**config.mk**
```make
export PLATFORM = sky130hd
export DESIGN_NAME = pipelined_unit_occupancy
export DESIGN_NICKNAME = d
export VERILOG_FILES = /design/src/hdl/puo_pkg.sv /design/src/hdl/pipelined_unit_occupancy.sv
export VERILOG_INCLUDE_DIRS = /design/src /design/src/hdl
export SDC_FILE = /design/constraint.sdc
export NUM_CORES = 1
export LEC_CHECK = 0
export BUFFER_PORTS_ARGS = -buffer_cell sky130_fd_sc_hd__buf_4
export CAP_MARGIN = 20
export CORE_AREA = 2 2 65 74
export CTS_CLUSTER_DIAMETER = 60
export CTS_CLUSTER_SIZE = 30
export DETAILED_ROUTE_END_ITERATION = 8
export DIE_AREA = 0 0 67 76
export PLACE_DENSITY = 0.92
export RECOVER_POWER = 25
export REMOVE_ABC_BUFFERS = 1
export SKIP_LAST_GASP = 1
export SLEW_MARGIN = 20
export SYNTH_ARGS = -nofsm -noshare
export SYNTH_HDL_FRONTEND = slang
export SYNTH_SLANG_ARGS = --single-unit
```
**constraint.sdc**
```tcl
create_clock -name clock -period 4 [get_ports clock]
set_input_delay 0.8 -clock clock [delete_from_list [all_inputs] [get_ports clock]]
set_output_delay 0.8 -clock clock [all_outputs]
set_load 0.01 [all_outputs]
```
**src/hdl/pipelined_unit_occupancy_defines.svh**
```systemverilog
// Assertion helpers for the occupancy tracker.
`ifndef PIPELINED_UNIT_OCCUPANCY_DEFINES_SVH
`define PIPELINED_UNIT_OCCUPANCY_DEFINES_SVH

`ifndef NO_ASSERTIONS

// Antecedent in one cycle implies consequent in the next.
`define PUO_ASSERT_NEXT(label, clk, rst, ante, cons) \
   label: assert property (@(posedge clk) disable iff (rst) (ante) |=> (cons)) \
      else $error("occupancy tracker check failed");

// Antecedent implies consequent in the same cycle.
`define PUO_ASSERT_NOW(label, clk, rst, ante, cons) \
   label: assert property (@(posedge clk) disable iff (rst) (ante) |-> (cons)) \
      else $error("occupancy tracker check failed");

`else

`define PUO_ASSERT_NEXT(label, clk, rst, ante, cons)
`define PUO_ASSERT_NOW(label, clk, rst, ante, cons)

`endif

`endif

```
**src/hdl/puo_pkg.sv**
```systemverilog
package puo_pkg;

   localparam int KIND_W = 2;
   localparam int TAG_W  = 8;

   // Event codes; code 3 is unused and changes nothing.
   typedef enum logic [KIND_W-1:0] {
      KIND_TICK   = 2'd0,
      KIND_ISSUE  = 2'd1,
      KIND_REMOVE = 2'd2
   } kind_type;

   typedef logic [TAG_W-1:0] tag_type;

endpackage

```
**src/hdl/pipelined_unit_occupancy.sv**
```systemverilog
// Occupancy tracker for a pipelined functional unit with LANES lanes of STAGES
// stages each. Every request transaction carries one event: a tick advances all
// lanes by one stage (last stage falls off, stage 0 empties), an issue writes the
// tag into stage 0 of the lowest-numbered lane with a free stage 0, and a remove
// empties the first stage holding the tag, searched lane by lane and from stage 0
// upward. Each event yields exactly one response transaction: rsp_accepted is set
// only for an issue that found room, and rsp_available tells whether any lane has
// a free stage 0 after the event. Throughput is one transaction per clock while
// the response side keeps taking results. A request is taken into the input
// register; the state update and result register follow in one pass. The tag
// search across all LANES*STAGES entries is the longest path. No clearing pass
// is needed after reset: the block takes requests as soon as reset is released.
`include "pipelined_unit_occupancy_defines.svh"

module pipelined_unit_occupancy #(
   parameter int LANES  = 2,
   parameter int STAGES = 4
) (
   input  logic                       clock,
   input  logic                       reset,

   input  logic                       req_valid,
   output logic                       req_ready,
   input  logic [puo_pkg::KIND_W-1:0] req_kind,
   input  logic [puo_pkg::TAG_W-1:0]  req_tag,

   output logic                       rsp_valid,
   input  logic                       rsp_ready,
   output logic                       rsp_accepted,
   output logic                       rsp_available
);

   localparam int N = LANES * STAGES;

   // Input register
   logic                       in_valid_ff, in_valid_in;
   logic [puo_pkg::KIND_W-1:0] in_kind_ff,  in_kind_in;
   puo_pkg::tag_type           in_tag_ff,   in_tag_in;

   // Pipeline state, flattened as lane * STAGES + stage
   logic [N-1:0]     stage_valid_ff, stage_valid_in;
   puo_pkg::tag_type stage_tag_ff [N];
   puo_pkg::tag_type stage_tag_in [N];

   // Result register
   logic rsp_valid_ff, rsp_valid_in;
   logic rsp_accepted_ff, rsp_accepted_in;
   logic rsp_available_ff, rsp_available_in;

   logic             advance;
   logic [LANES-1:0] free0;
   logic [LANES-1:0] free0_first;
   logic [N-1:0]     match;
   logic [N-1:0]     match_first;
   logic [LANES-1:0] free0_after;

   // The held event moves on when the result register is empty or being drained.
   assign advance   = in_valid_ff && (!rsp_valid_ff || rsp_ready);
   assign req_ready = !in_valid_ff || advance;

   always_comb begin
      in_valid_in = in_valid_ff;
      in_kind_in  = in_kind_ff;
      in_tag_in   = in_tag_ff;
      if (req_valid && req_ready) begin
         in_valid_in = 1'b1;
         in_kind_in  = req_kind;
         in_tag_in   = req_tag;
      end else if (advance) begin
         in_valid_in = 1'b0;
      end
   end

   // Lane search: free stage 0s and tag matches, lowest index wins.
   always_comb begin
      for (int l = 0; l < LANES; l++) begin
         free0[l] = !stage_valid_ff[l*STAGES];
      end
      for (int i = 0; i < N; i++) begin
         match[i] = stage_valid_ff[i] && (stage_tag_ff[i] == in_tag_ff);
      end
   end

   assign free0_first = free0 & (~free0 + LANES'(1));
   assign match_first = match & (~match + N'(1));

   // State update for the held event.
   always_comb begin
      stage_valid_in = stage_valid_ff;
      for (int i = 0; i < N; i++) begin
         stage_tag_in[i] = stage_tag_ff[i];
      end
      rsp_accepted_in = 1'b0;
      if (advance) begin
         case (in_kind_ff)
            puo_pkg::KIND_TICK: begin
               for (int l = 0; l < LANES; l++) begin
                  for (int s = 0; s < STAGES; s++) begin
                     if (s == 0) begin
                        stage_valid_in[l*STAGES] = 1'b0;
                        stage_tag_in[l*STAGES]   = '0;
                     end else begin
                        stage_valid_in[l*STAGES+s] = stage_valid_ff[l*STAGES+s-1];
                        stage_tag_in[l*STAGES+s]   = stage_tag_ff[l*STAGES+s-1];
                     end
                  end
               end
            end
            puo_pkg::KIND_ISSUE: begin
               rsp_accepted_in = |free0;
               for (int l = 0; l < LANES; l++) begin
                  if (free0_first[l]) begin
                     stage_valid_in[l*STAGES] = 1'b1;
                     stage_tag_in[l*STAGES]   = in_tag_ff;
                  end
               end
            end
            puo_pkg::KIND_REMOVE: begin
               for (int i = 0; i < N; i++) begin
                  if (match_first[i]) begin
                     stage_valid_in[i] = 1'b0;
                     stage_tag_in[i]   = '0;
                  end
               end
            end
            default: begin
               // unused code: nothing changes
            end
         endcase
      end
   end

   always_comb begin
      for (int l = 0; l < LANES; l++) begin
         free0_after[l] = !stage_valid_in[l*STAGES];
      end
   end

   // Result register: loaded on advance, cleared once taken.
   always_comb begin
      rsp_valid_in     = rsp_valid_ff;
      rsp_available_in = rsp_available_ff;
      if (advance) begin
         rsp_valid_in     = 1'b1;
         rsp_available_in = |free0_after;
      end else if (rsp_ready) begin
         rsp_valid_in = 1'b0;
      end
   end

   always_ff @(posedge clock) begin
      if (reset) begin
         in_valid_ff    <= 1'b0;
         rsp_valid_ff   <= 1'b0;
         stage_valid_ff <= '0;
      end else begin
         in_valid_ff    <= in_valid_in;
         rsp_valid_ff   <= rsp_valid_in;
         stage_valid_ff <= stage_valid_in;
      end
   end

   // Payload: no reset needed; tags of empty stages are never compared.
   always_ff @(posedge clock) begin
      in_kind_ff <= in_kind_in;
      in_tag_ff  <= in_tag_in;
      for (int i = 0; i < N; i++) begin
         stage_tag_ff[i] <= stage_tag_in[i];
      end
      if (advance) begin
         rsp_accepted_ff <= rsp_accepted_in;
      end
      rsp_available_ff <= rsp_available_in;
   end

   assign rsp_valid     = rsp_valid_ff;
   assign rsp_accepted  = rsp_accepted_ff;
   assign rsp_available = rsp_available_ff;

   // A tick always frees every stage 0.
   `PUO_ASSERT_NEXT(a_tick_frees, clock, reset,
      advance && (in_kind_ff == puo_pkg::KIND_TICK), rsp_valid_ff && rsp_available_ff)

   // An issue with every stage 0 occupied is refused.
   `PUO_ASSERT_NEXT(a_full_refuses, clock, reset,
      advance && (in_kind_ff == puo_pkg::KIND_ISSUE) && !(|free0), !rsp_accepted_ff)

   // Only an issue can add occupancy.
   `PUO_ASSERT_NEXT(a_no_growth, clock, reset,
      advance && (in_kind_ff != puo_pkg::KIND_ISSUE),
      $countones(stage_valid_ff) <= $past($countones(stage_valid_ff)))

   // At most one stage is cleared by a remove.
   `PUO_ASSERT_NOW(a_remove_one, clock, reset,
      advance && (in_kind_ff == puo_pkg::KIND_REMOVE), $onehot0(match_first))

endmodule

```
==> impl_metrics.ini, run 1 <==
[route]
first_iter_violations = 86
wl_per_cell_um = 15.6
firstDrtPassIters = 5
ant_nets = 0
vias = 1604
drc = 0
via_per_inst = 5.59
wirelength_um = 4490

[worst_setup_path]
r2r_cells = 5
worstSetupPathType = in2reg
crit_chain = clkbuf_4, nor2b_1, or3b_1, nor4_2, or4b_4, nand2_1
critPathCaptureType = flop
slowest_stage = or3b_1
arrival_ns = 2.56
path_max_fanout = 9
slowest_delay_ns = 0.51
crit_family = simple AND/OR/NAND/NOR gates
crit_buf_inv = 1
cp_num_cells = 6
required_ns = 3.99
startpoint_type = input pin

[global_routing]
grt_use_met3_pct = 5.32
grt_max_degree = 25
track_usage_pct = 20.3
grtUsageMet2_pct = 33.7
overflow = 0
grt_pass1_wl_um = 7270
antenna_found_initial = 0
top_usage_layer = met2
grtUsageMet1_pct = 23.5
grt_pass1_vias = 1560

[sta]
rsz0062_at_grt = no
finalCritPeriodShare_pct = 64.1
fin_tns_setup_ns = 0
slew_headroom_pct = 46.4
finClkSkew_ns = 0.00640
tightestPinTransition_ns = 0.804
fin_ws_ns = 1.44
timing.hold.ws_ns = 0.526
hold_violations = 0
fmax_mhz = 390
min_period_ns = 2.56
setup_viol = 0
final-max-slew-violation-count = 0

[clock_tree]
cts-root-buf = clkbuf_8
clockBufferDepth = 2
numCtsBuffers = 9
clk_latency_ns = 0.33
cts_resized = 0
hold_buffers = 0
cts_tree = done
clk_pin_slew_ns = 0.06
cts_setup_buffers = 0
htreeDepth = 3
cts_sinks = 59

[logic_synthesis]
synth_xor_xnor_area_share_pct = 13.0
yosysTopAreaCellShare_pct = 57.7
muxShareOfSynthArea_pct = 0
yosys-top-cells-area = edfxtp_1 58%, xnor2_1 8.1%, and2_1 7.6%
avgSynthCellArea_um2 = 12.8
synth_top_family_by_area = simple AND/OR/NAND/NOR gates
synth_fa_ha_area_share_pct = 0
synth_ff_type = edfxtp_1
async_flop_share_pct = 0
yosys.area_share.simple_pct = 18.1
yosys_warnings = 0
ys_types = 32
synth_compound_area_share_pct = 3.56
synth_area_leader_cell = edfxtp_1
ys_ff_latch = 59
synth_cells = 211
netlist_area_mm2 = 0.00271
synth_edf_count = 52
seq_area_frac_synth_pct = 62.9

[die]
start_util_pct = 61.1
die_w_um = 67
core_mm2 = 0.00442
fp.dieArea_mm2 = 0.00509
top_level_ports = 18
die-height_um = 76
rows = 26

[pwr]
p_per_area_mw_per_mm2 = 406
ir_drop_mv = 0.261
power_mw = 1.21
p_int_mw = 0.943
sw_frac_of_total_pct = 22.1
seq_power_share_pct = 59.0
switchingPower_mw = 0.268
power_frac_clock_pct = 34.7
power.share.combinational_pct = 6.3
total_leakage_power_nw = 0.993

[place]
place_area_mm2 = 0.00284
dp_cells = 272
post-dp-hpwl_um = 3240
portBuffers = 17
routabilityCongestion = 0.803
pre_cts_slack_ns = 1.16

[final_layout]
fin_util_pct = 67.4
drive_above_1_share_pct = 13.4
layout.nets = 241
synthToLayoutAreaGrowth_pct = 10.2
insertedDiodeCount = 0
final_common_cell = edfxtp_1
final_cell_mix = 52 x edfxtp_1, 30 x and2_1, 25 x xnor2_1
final_cells = 287
fin_area_mm2 = 0.00298

[hold_path]
worstHoldPathCells = 2
hold_path.class = reg2reg

[flow_run]
drv_cap = 0

[run_status]
status = finished, final reports clean
[sequential cells by signal (all words and copies together) (netlist names)]
register,count
rsp_accepted,1
stage_tag_ff,40
in_valid_ff,1
rsp_available,1
stage_valid_ff,5
in_tag_ff,8
rsp_valid,1
in_kind_ff,2
[path summary, 6_finish.rpt]
check	from	to	slack, ns
max	rsp_ready	stage_tag_ff[2][7]	1.44
min	stage_valid_ff[1]	stage_valid_ff[1]	0.53
max reg2reg	in_tag_ff[5]	stage_tag_ff[1][6]	1.46
min reg2reg	stage_valid_ff[1]	stage_valid_ff[1]	0.53
[worst register-to-register path, delay by kind of cell, from the launching register on]
family / cells / cell delay (ns)
compound gates: 1 / 0.66
flops: 1 / 0.53
xor+xnor: 1 / 0.24
simple gates: 3 / 0.74
[per-layer routing]
| layer | up-vias | wire length, um |
|---|---|---|
| met5 | - | 0 |
| met4 | 0 | 117 |
| met3 | 13 | 220 |
| met2 | 58 | 2390 |
| met1 | 764 | 1760 |
| li1 | 769 | - |
[cell type report]
cell class	instances	area [um2]
repair buffers	17	128
inverters	1	3.75
flip-flops and latches	59	1700
multi-input cells	139	928
clock inverters	5	21.3
fillers	325	1440
clock buffers	10	128
well taps	56	70.1
[cells in the mapped netlist (2+ instances only)]
cell,number
a21oi_1,9
a22oi_1,2
and2_1,33
buf_2,8
clkbuf_1,3
dfxtp_1,7
edfxtp_1,52
nand2_1,7
nand2b_1,2
nand3_1,7
nand4_1,6
nor2_1,11
nor2b_1,3
nor3_1,4
nor4_1,2
xnor2_1,25
xor2_1,15
[kinds of logic after synthesis]
| logic type | count (synthesis) |
|---|---|
| simple gates | 83 |
| xor+xnor | 40 |
| flops | 59 |
| buf+inv | 13 |
| compound gates | 16 |
[power groups by stage]
stage / clock network [mW] / registers [mW] / logic (mW)
2_1_floorplan: 0 / 0.721 / 0.0523
3_3_place_gp: 0 / 0.725 / 0.0740
3_5_place_dp: 0 / 0.727 / 0.0778
4_1_cts: 0.429 / 0.714 / 0.0786
5_1_grt: 0.454 / 0.717 / 0.0841
6_report: 0.420 / 0.714 / 0.0764
Note: power is estimated with default switching activity, not from simulation.
==> inputs of run 2 (changes only) <==
--- a/config.mk
+++ b/config.mk
@@ -6,14 +6,15 @@
 export SDC_FILE = /design/constraint.sdc
 export NUM_CORES = 1
 export LEC_CHECK = 0
+export ABC_AREA = 1
 export BUFFER_PORTS_ARGS = -buffer_cell sky130_fd_sc_hd__buf_4
 export CAP_MARGIN = 20
-export CORE_AREA = 2 2 65 74
+export CORE_AREA = 2 2 74 83
 export CTS_CLUSTER_DIAMETER = 60
 export CTS_CLUSTER_SIZE = 30
 export DETAILED_ROUTE_END_ITERATION = 8
-export DIE_AREA = 0 0 67 76
-export PLACE_DENSITY = 0.92
+export DIE_AREA = 0 0 76 85
+export PLACE_DENSITY = 0.83
 export RECOVER_POWER = 25
 export REMOVE_ABC_BUFFERS = 1
 export SKIP_LAST_GASP = 1
==> constraint.sdc (replaced) <==
create_clock -name clock -period 2.19 [get_ports clock]
set_input_delay 0.438 -clock clock [delete_from_list [all_inputs] [get_ports clock]]
set_output_delay 0.438 -clock clock [all_outputs]
set_load 0.01 [all_outputs]
==> impl_metrics.ini, run 2 <==
[pwr]
ir_drop_mv = 0.765
total_leakage_power_nw = 1.47
p_per_area_mw_per_mm2 = 729
power_mw = 2.47

[clock_tree]
clk_latency_ns = 0.34
cts-root-buf = clkbuf_8
cts_tree = done
clk_pin_slew_ns = 0.07
cts_sinks = 59
clockBufferDepth = 2
numCtsBuffers = 9
htreeDepth = 3

[die]
die_w_um = 76
start_util_pct = 52.2
rows = 29
fp.dieArea_mm2 = 0.00646
core_mm2 = 0.00562
die-height_um = 85
top_level_ports = 18

[sta]
setup_viol = 0
finClkSkew_ns = 0.00998
hold_violations = 0
final-max-slew-violation-count = 0
slew_headroom_pct = 68.0
tightestPinTransition_ns = 0.479
min_period_ns = 2.03
fin_tns_setup_ns = 0
fmax_mhz = 492
finalCritPeriodShare_pct = 92.8

[logic_synthesis]
async_flop_share_pct = 0
yosysTopAreaCellShare_pct = 53.2
seq_area_frac_synth_pct = 57.9
synth_edf_count = 52
yosysMostFrequentCell = nand2_1
synth_cells = 340
netlist_area_mm2 = 0.00294
yosys_warnings = 0
synth_commonest_cells = 93 x nand2_1, 67 x nor2_1, 52 x edfxtp_1
ys_ff_latch = 59
yosys-top-cells-area = edfxtp_1 53%, nand2_1 12%, nor2_1 8.6%
synth_area_leader_cell = edfxtp_1
synth_ff_type = edfxtp_1
ys_types = 26
avgSynthCellArea_um2 = 8.64

[route]
firstDrtPassIters = 4
vias = 2292
wirelength_um = 6300
first_iter_violations = 217
drc = 0
via_per_inst = 5.05
wl_per_cell_um = 13.9
ant_nets = 0

[worst_setup_path]
required_ns = 2.24
path_max_fanout = 8
arrival_ns = 2.08
r2r_start = in_tag_ff[0]
crit_path_start = in_tag_ff[0]
critPathCaptureType = flop
startpoint_type = flop
r2r_slack_ns = 0.16
crit_chain = inv_2, nand2_1, nand4_1, nor2_2, nand3_2, nand3_1, o21ai_2, o21ai_0, nor2_1, buf_4
slowest_delay_ns = 0.51
slowest_stage = edfxtp_1
worstSetupPathType = reg2reg

[final_layout]
synthToLayoutAreaGrowth_pct = 15.3
final_common_cell = nand2_1
final_cell_mix = 93 x nand2_1, 66 x nor2_1, 52 x edfxtp_1
fin_area_mm2 = 0.00339
insertedDiodeCount = 0
layout.nets = 386
final_cells = 454
regMostFlops = stage_tag_ff
largest_register_ffs = 40
drive_above_1_share_pct = 15.9
largestRegisters = stage_tag_ff x40, in_tag_ff x8, stage_valid_ff x5

[global_routing]
grt_pass1_vias = 2250
grt_max_degree = 21
antenna_found_initial = 0
track_usage_pct = 20.9
grt_pass1_wl_um = 10200
overflow = 0

[hold_path]
hold_path.class = in2reg
worstHoldStart = req_tag[7]

[run_status]
status = finished, final reports clean

[place]
post-dp-hpwl_um = 4690
portBuffers = 17
place_area_mm2 = 0.00318
routabilityCongestion = 0.823
dp_cells = 435

[flow_run]
drv_cap = 0
## run 2: cell count changes after synthesis, moves of 5 or more
cell / change
nand2_1: +86
inv_1: +44
nor2_2: +7
nand3_1: +5
xor2_1: -11
buf_2: -7
nor2_1: +56
inv_2: +7
and2_1: -33
xnor2_1: -18
## run 2: routing by layer
| layer | vias up | GRT usage (%) | wire length (um) |
|---|---|---|---|
| li1 | 1148 | - | - |
| met1 | 1056 | 24.0 | 2500 |
| met2 | 71 | 35.2 | 3200 |
| met3 | 17 | 5.96 | 433 |
| met4 | 0 | 12.1 | 172 |
| met5 | - | 0 | 0 |
## run 2: critical path: cells and delay by family, from the launching register on
family | cells | cell delay, ns
compound gates | 2 | 0.30
flops | 1 | 0.51
buf+inv | 2 | 0.34
simple gates | 6 | 0.59
## run 2: path summary, 6_finish.rpt
kind | end | depth (start not counted)
max | stage_tag_ff[2][1] | 10
min | in_tag_ff[7] | 1
min reg2reg | rsp_valid | 2
max reg2reg | stage_tag_ff[2][1] | 10
## run 2: logic make-up (layout without fill, tap and decap cells)
kind of cell,after synthesis,count (layout),share of synthesized area (%)
flops,59,59,57.9
xor+xnor,11,11,3.28
buf+inv,58,95,7.71
compound gates,16,16,3.07
simple gates,196,196,28.0
## run 2: where the power goes
part	internal [mW]	leakage (nW)	total [mW]	switching, mW
Clock	0.514	0.0850	0.946	0.432
Sequential	1.27	0.535	1.31	0.0361
Combinational	0.0803	0.846	0.215	0.135
Total	1.87	1.47	2.47	0.603
## run 2: layout make-up
type / instances / area [um2]
Multi-Input combinational cell: 223 / 1010
Inverter: 52 / 195
Tap cell: 77 / 96.3
Clock inverter: 6 / 56.3
Sequential cell: 59 / 1700
Fill cell: 461 / 2240
Clock buffer: 10 / 128
Timing Repair Buffer: 27 / 195
## run 2: repair_timing
item | 4_1_cts | 5_1_grt
resized for setup | 0 | 2
hold buffers | 0 | 0
setup buffers | 0 | 3
setup endpoints to repair | 0 | 13
## run 2: metrics by stage
stage                     hold slack (ns)  setup slack (ns)  util, %
after global placement              0.492             0.119     56.6
after detailed placement            0.503             0.121     56.6
after CTS                           0.259            0.0932     59.8
after global routing                0.281          -0.00721     60.2
final                               0.295             0.158     60.2
after floorplan                     0.469            0.0937        -
==> inputs of run 3 (changes only) <==
--- a/config.mk
+++ b/config.mk
@@ -6,15 +6,16 @@
 export SDC_FILE = /design/constraint.sdc
 export NUM_CORES = 1
 export LEC_CHECK = 0
-export ABC_AREA = 1
+export ABC_AREA = 0
 export BUFFER_PORTS_ARGS = -buffer_cell sky130_fd_sc_hd__buf_4
 export CAP_MARGIN = 20
-export CORE_AREA = 2 2 74 83
+export CORE_AREA = 2 2 70 78
+export CTS_BUF_LIST = sky130_fd_sc_hd__clkbuf_4 sky130_fd_sc_hd__clkbuf_8
 export CTS_CLUSTER_DIAMETER = 60
 export CTS_CLUSTER_SIZE = 30
 export DETAILED_ROUTE_END_ITERATION = 8
-export DIE_AREA = 0 0 76 85
-export PLACE_DENSITY = 0.83
+export DIE_AREA = 0 0 72 80
+export PLACE_DENSITY = 0.86
 export RECOVER_POWER = 25
 export REMOVE_ABC_BUFFERS = 1
 export SKIP_LAST_GASP = 1
==> impl_metrics.ini, run 3 (same netlist as run 1, synthesis figures left out) <==
[final_layout]
synthToLayoutAreaGrowth_pct = 25.4
largestRegisters = stage_tag_ff x40, in_tag_ff x8, stage_valid_ff x5
final_common_cell = edfxtp_1
layout.nets = 278
nFillCells = 348
drive_above_1_share_pct = 30.1
multiInputGateArea_mm2 = 0.00103
regMostFlops = stage_tag_ff
fin_area_mm2 = 0.00339
final_cell_mix = 52 x edfxtp_1, 36 x buf_4, 32 x and2_1
largest_register_ffs = 40
register_area_mm2 = 0.00170
insertedDiodeCount = 0

[worst_setup_path]
crit_path_start = in_tag_ff[3]
critPathCaptureType = flop
crit_chain = buf_6, buf_4, xor2_1, nor4_1, nand4_1, buf_4, nand2_1, or4b_4, nand2_8
path_max_fanout = 8
worstReg2RegEnd = stage_tag_ff[2][0]
arrival_ns = 2.26
cp-endpoint = stage_tag_ff[2][0]
required_ns = 2.24
r2r_slack_ns = -0.02
worstSetupPathType = reg2reg
r2r_cells = 9
r2r_start = in_tag_ff[3]
slowest_delay_ns = 0.54
crit_top_cell = buf_4
slowest_stage = or4b_4
startpoint_type = flop

[place]
portBuffers = 17
routabilityCongestion = 0.806
post-dp-hpwl_um = 3660
pre_cts_slack_ns = -0.207
place_area_mm2 = 0.00307

[sta]
fin_ws_ns = -0.0244
slew_headroom_pct = 53.1
finalCritPeriodShare_pct = 101
rsz0062_at_grt = yes
setup_viol = 17
fmax_mhz = 452
finClkSkew_ns = 0.0115
hold_violations = 0
final-max-slew-violation-count = 0
min_period_ns = 2.21
tightestPinTransition_ns = 0.703

[die]
rows = 27
core_mm2 = 0.00497
die_w_um = 72
top_level_ports = 18
fp.dieArea_mm2 = 0.00576
start_util_pct = 54.5
die-height_um = 80

[pwr]
total_leakage_power_nw = 1.22
ir_drop_mv = 0.655
power_mw = 2.37
p_per_area_mw_per_mm2 = 700

[route]
via_per_inst = 5.31
wirelength_um = 5440
drc = 0
vias = 1737
first_iter_violations = 121
wl_per_cell_um = 16.6
firstDrtPassIters = 4
ant_nets = 0

[global_routing]
grt_pass1_vias = 1704
overflow = 0
grt_max_degree = 25
grtUsageMet1_pct = 24.5
grtUsageMet2_pct = 32.2
antenna_found_initial = 0
track_usage_pct = 19.9
grt_use_met3_pct = 4.17
top_usage_layer = met2
grt_pass1_wl_um = 8200

[run_status]
violations = setup timing
status = finished, violations left

[flow_run]
drv_cap = 0

[clock_tree]
htreeDepth = 3
cts_sinks = 59
cts_tree = done
hold_buffers = 0
clockBufferDepth = 2
clk_pin_slew_ns = 0.06
numCtsBuffers = 9
cts-root-buf = clkbuf_8
clk_latency_ns = 0.34

[hold_path]
hold_path.class = in2reg
worstHoldPathCells = 1
==> run 3: cell type report <==
type | count | share of cell area [%]
clock buffer | 13 | 4.54
sequential | 59 | 50.2
inverter | 1 | 0.111
tap | 58 | 2.14
timing repair buffer | 54 | 12.2
multi-input combinational | 139 | 30.4
clock inverter | 3 | 0.443
==> run 3: power breakdown <==
part / switching (mW) / total (mW) / internal [mW]
logic: 0.102 / 0.217 / 0.115
clock network: 0.408 / 0.863 / 0.455
registers: 0.0292 / 1.29 / 1.26
total: 0.540 / 2.37 / 1.83
==> run 3: how the worst min path moves through the flow <==
stage                              to  slack [ns]         startpoint
floorplan           stage_valid_ff[3]        0.45  stage_valid_ff[3]
global placement    stage_valid_ff[3]        0.49  stage_valid_ff[3]
detailed placement  stage_valid_ff[3]        0.51  stage_valid_ff[3]
CTS                      in_tag_ff[1]        0.26         req_tag[1]
global route             in_tag_ff[0]        0.29         req_tag[0]
finish                   in_tag_ff[0]        0.30         req_tag[0]
==> run 3: worst max-delay path: cells and delay by family, from the launching register on <==
| kind | cells | cell delay (ns) |
|---|---|---|
| AND/OR/NAND/NOR | 5 | 0.88 |
| flip-flops | 1 | 0.42 |
| buffers and inverters | 3 | 0.41 |
| XOR/XNOR | 1 | 0.20 |
==> run 3: stage by stage <==
step / utilization (%) / instances / TNS [ns] / hold slack [ns]
3_5_place_dp: 61.8 / 301 / -6.70 / 0.506
6_report: 68.3 / 327 / -0.275 / 0.296
4_1_cts: 67.2 / 326 / -0.00482 / 0.257
5_1_grt: 68.3 / 327 / -1.85 / 0.287
2_1_floorplan: - / 199 / -0.340 / 0.451
3_3_place_gp: 61.8 / 301 / -3.58 / 0.489
==> run 3: timing repair <==
action / CTS / global route
pin swaps: 3 / 10
setup endpoints to repair: 41 / 43
gates resized for setup: 7 / 13
cloned: 0 / 0
setup buffers: 9 / 2
==> run 3: per-layer routing <==
layer | part of all wire [%] | wire (um)
met4 | 2.3 | 124
met2 | 50 | 2730
met1 | 44 | 2380
met5 | 0 | 0
met3 | 3.9 | 210
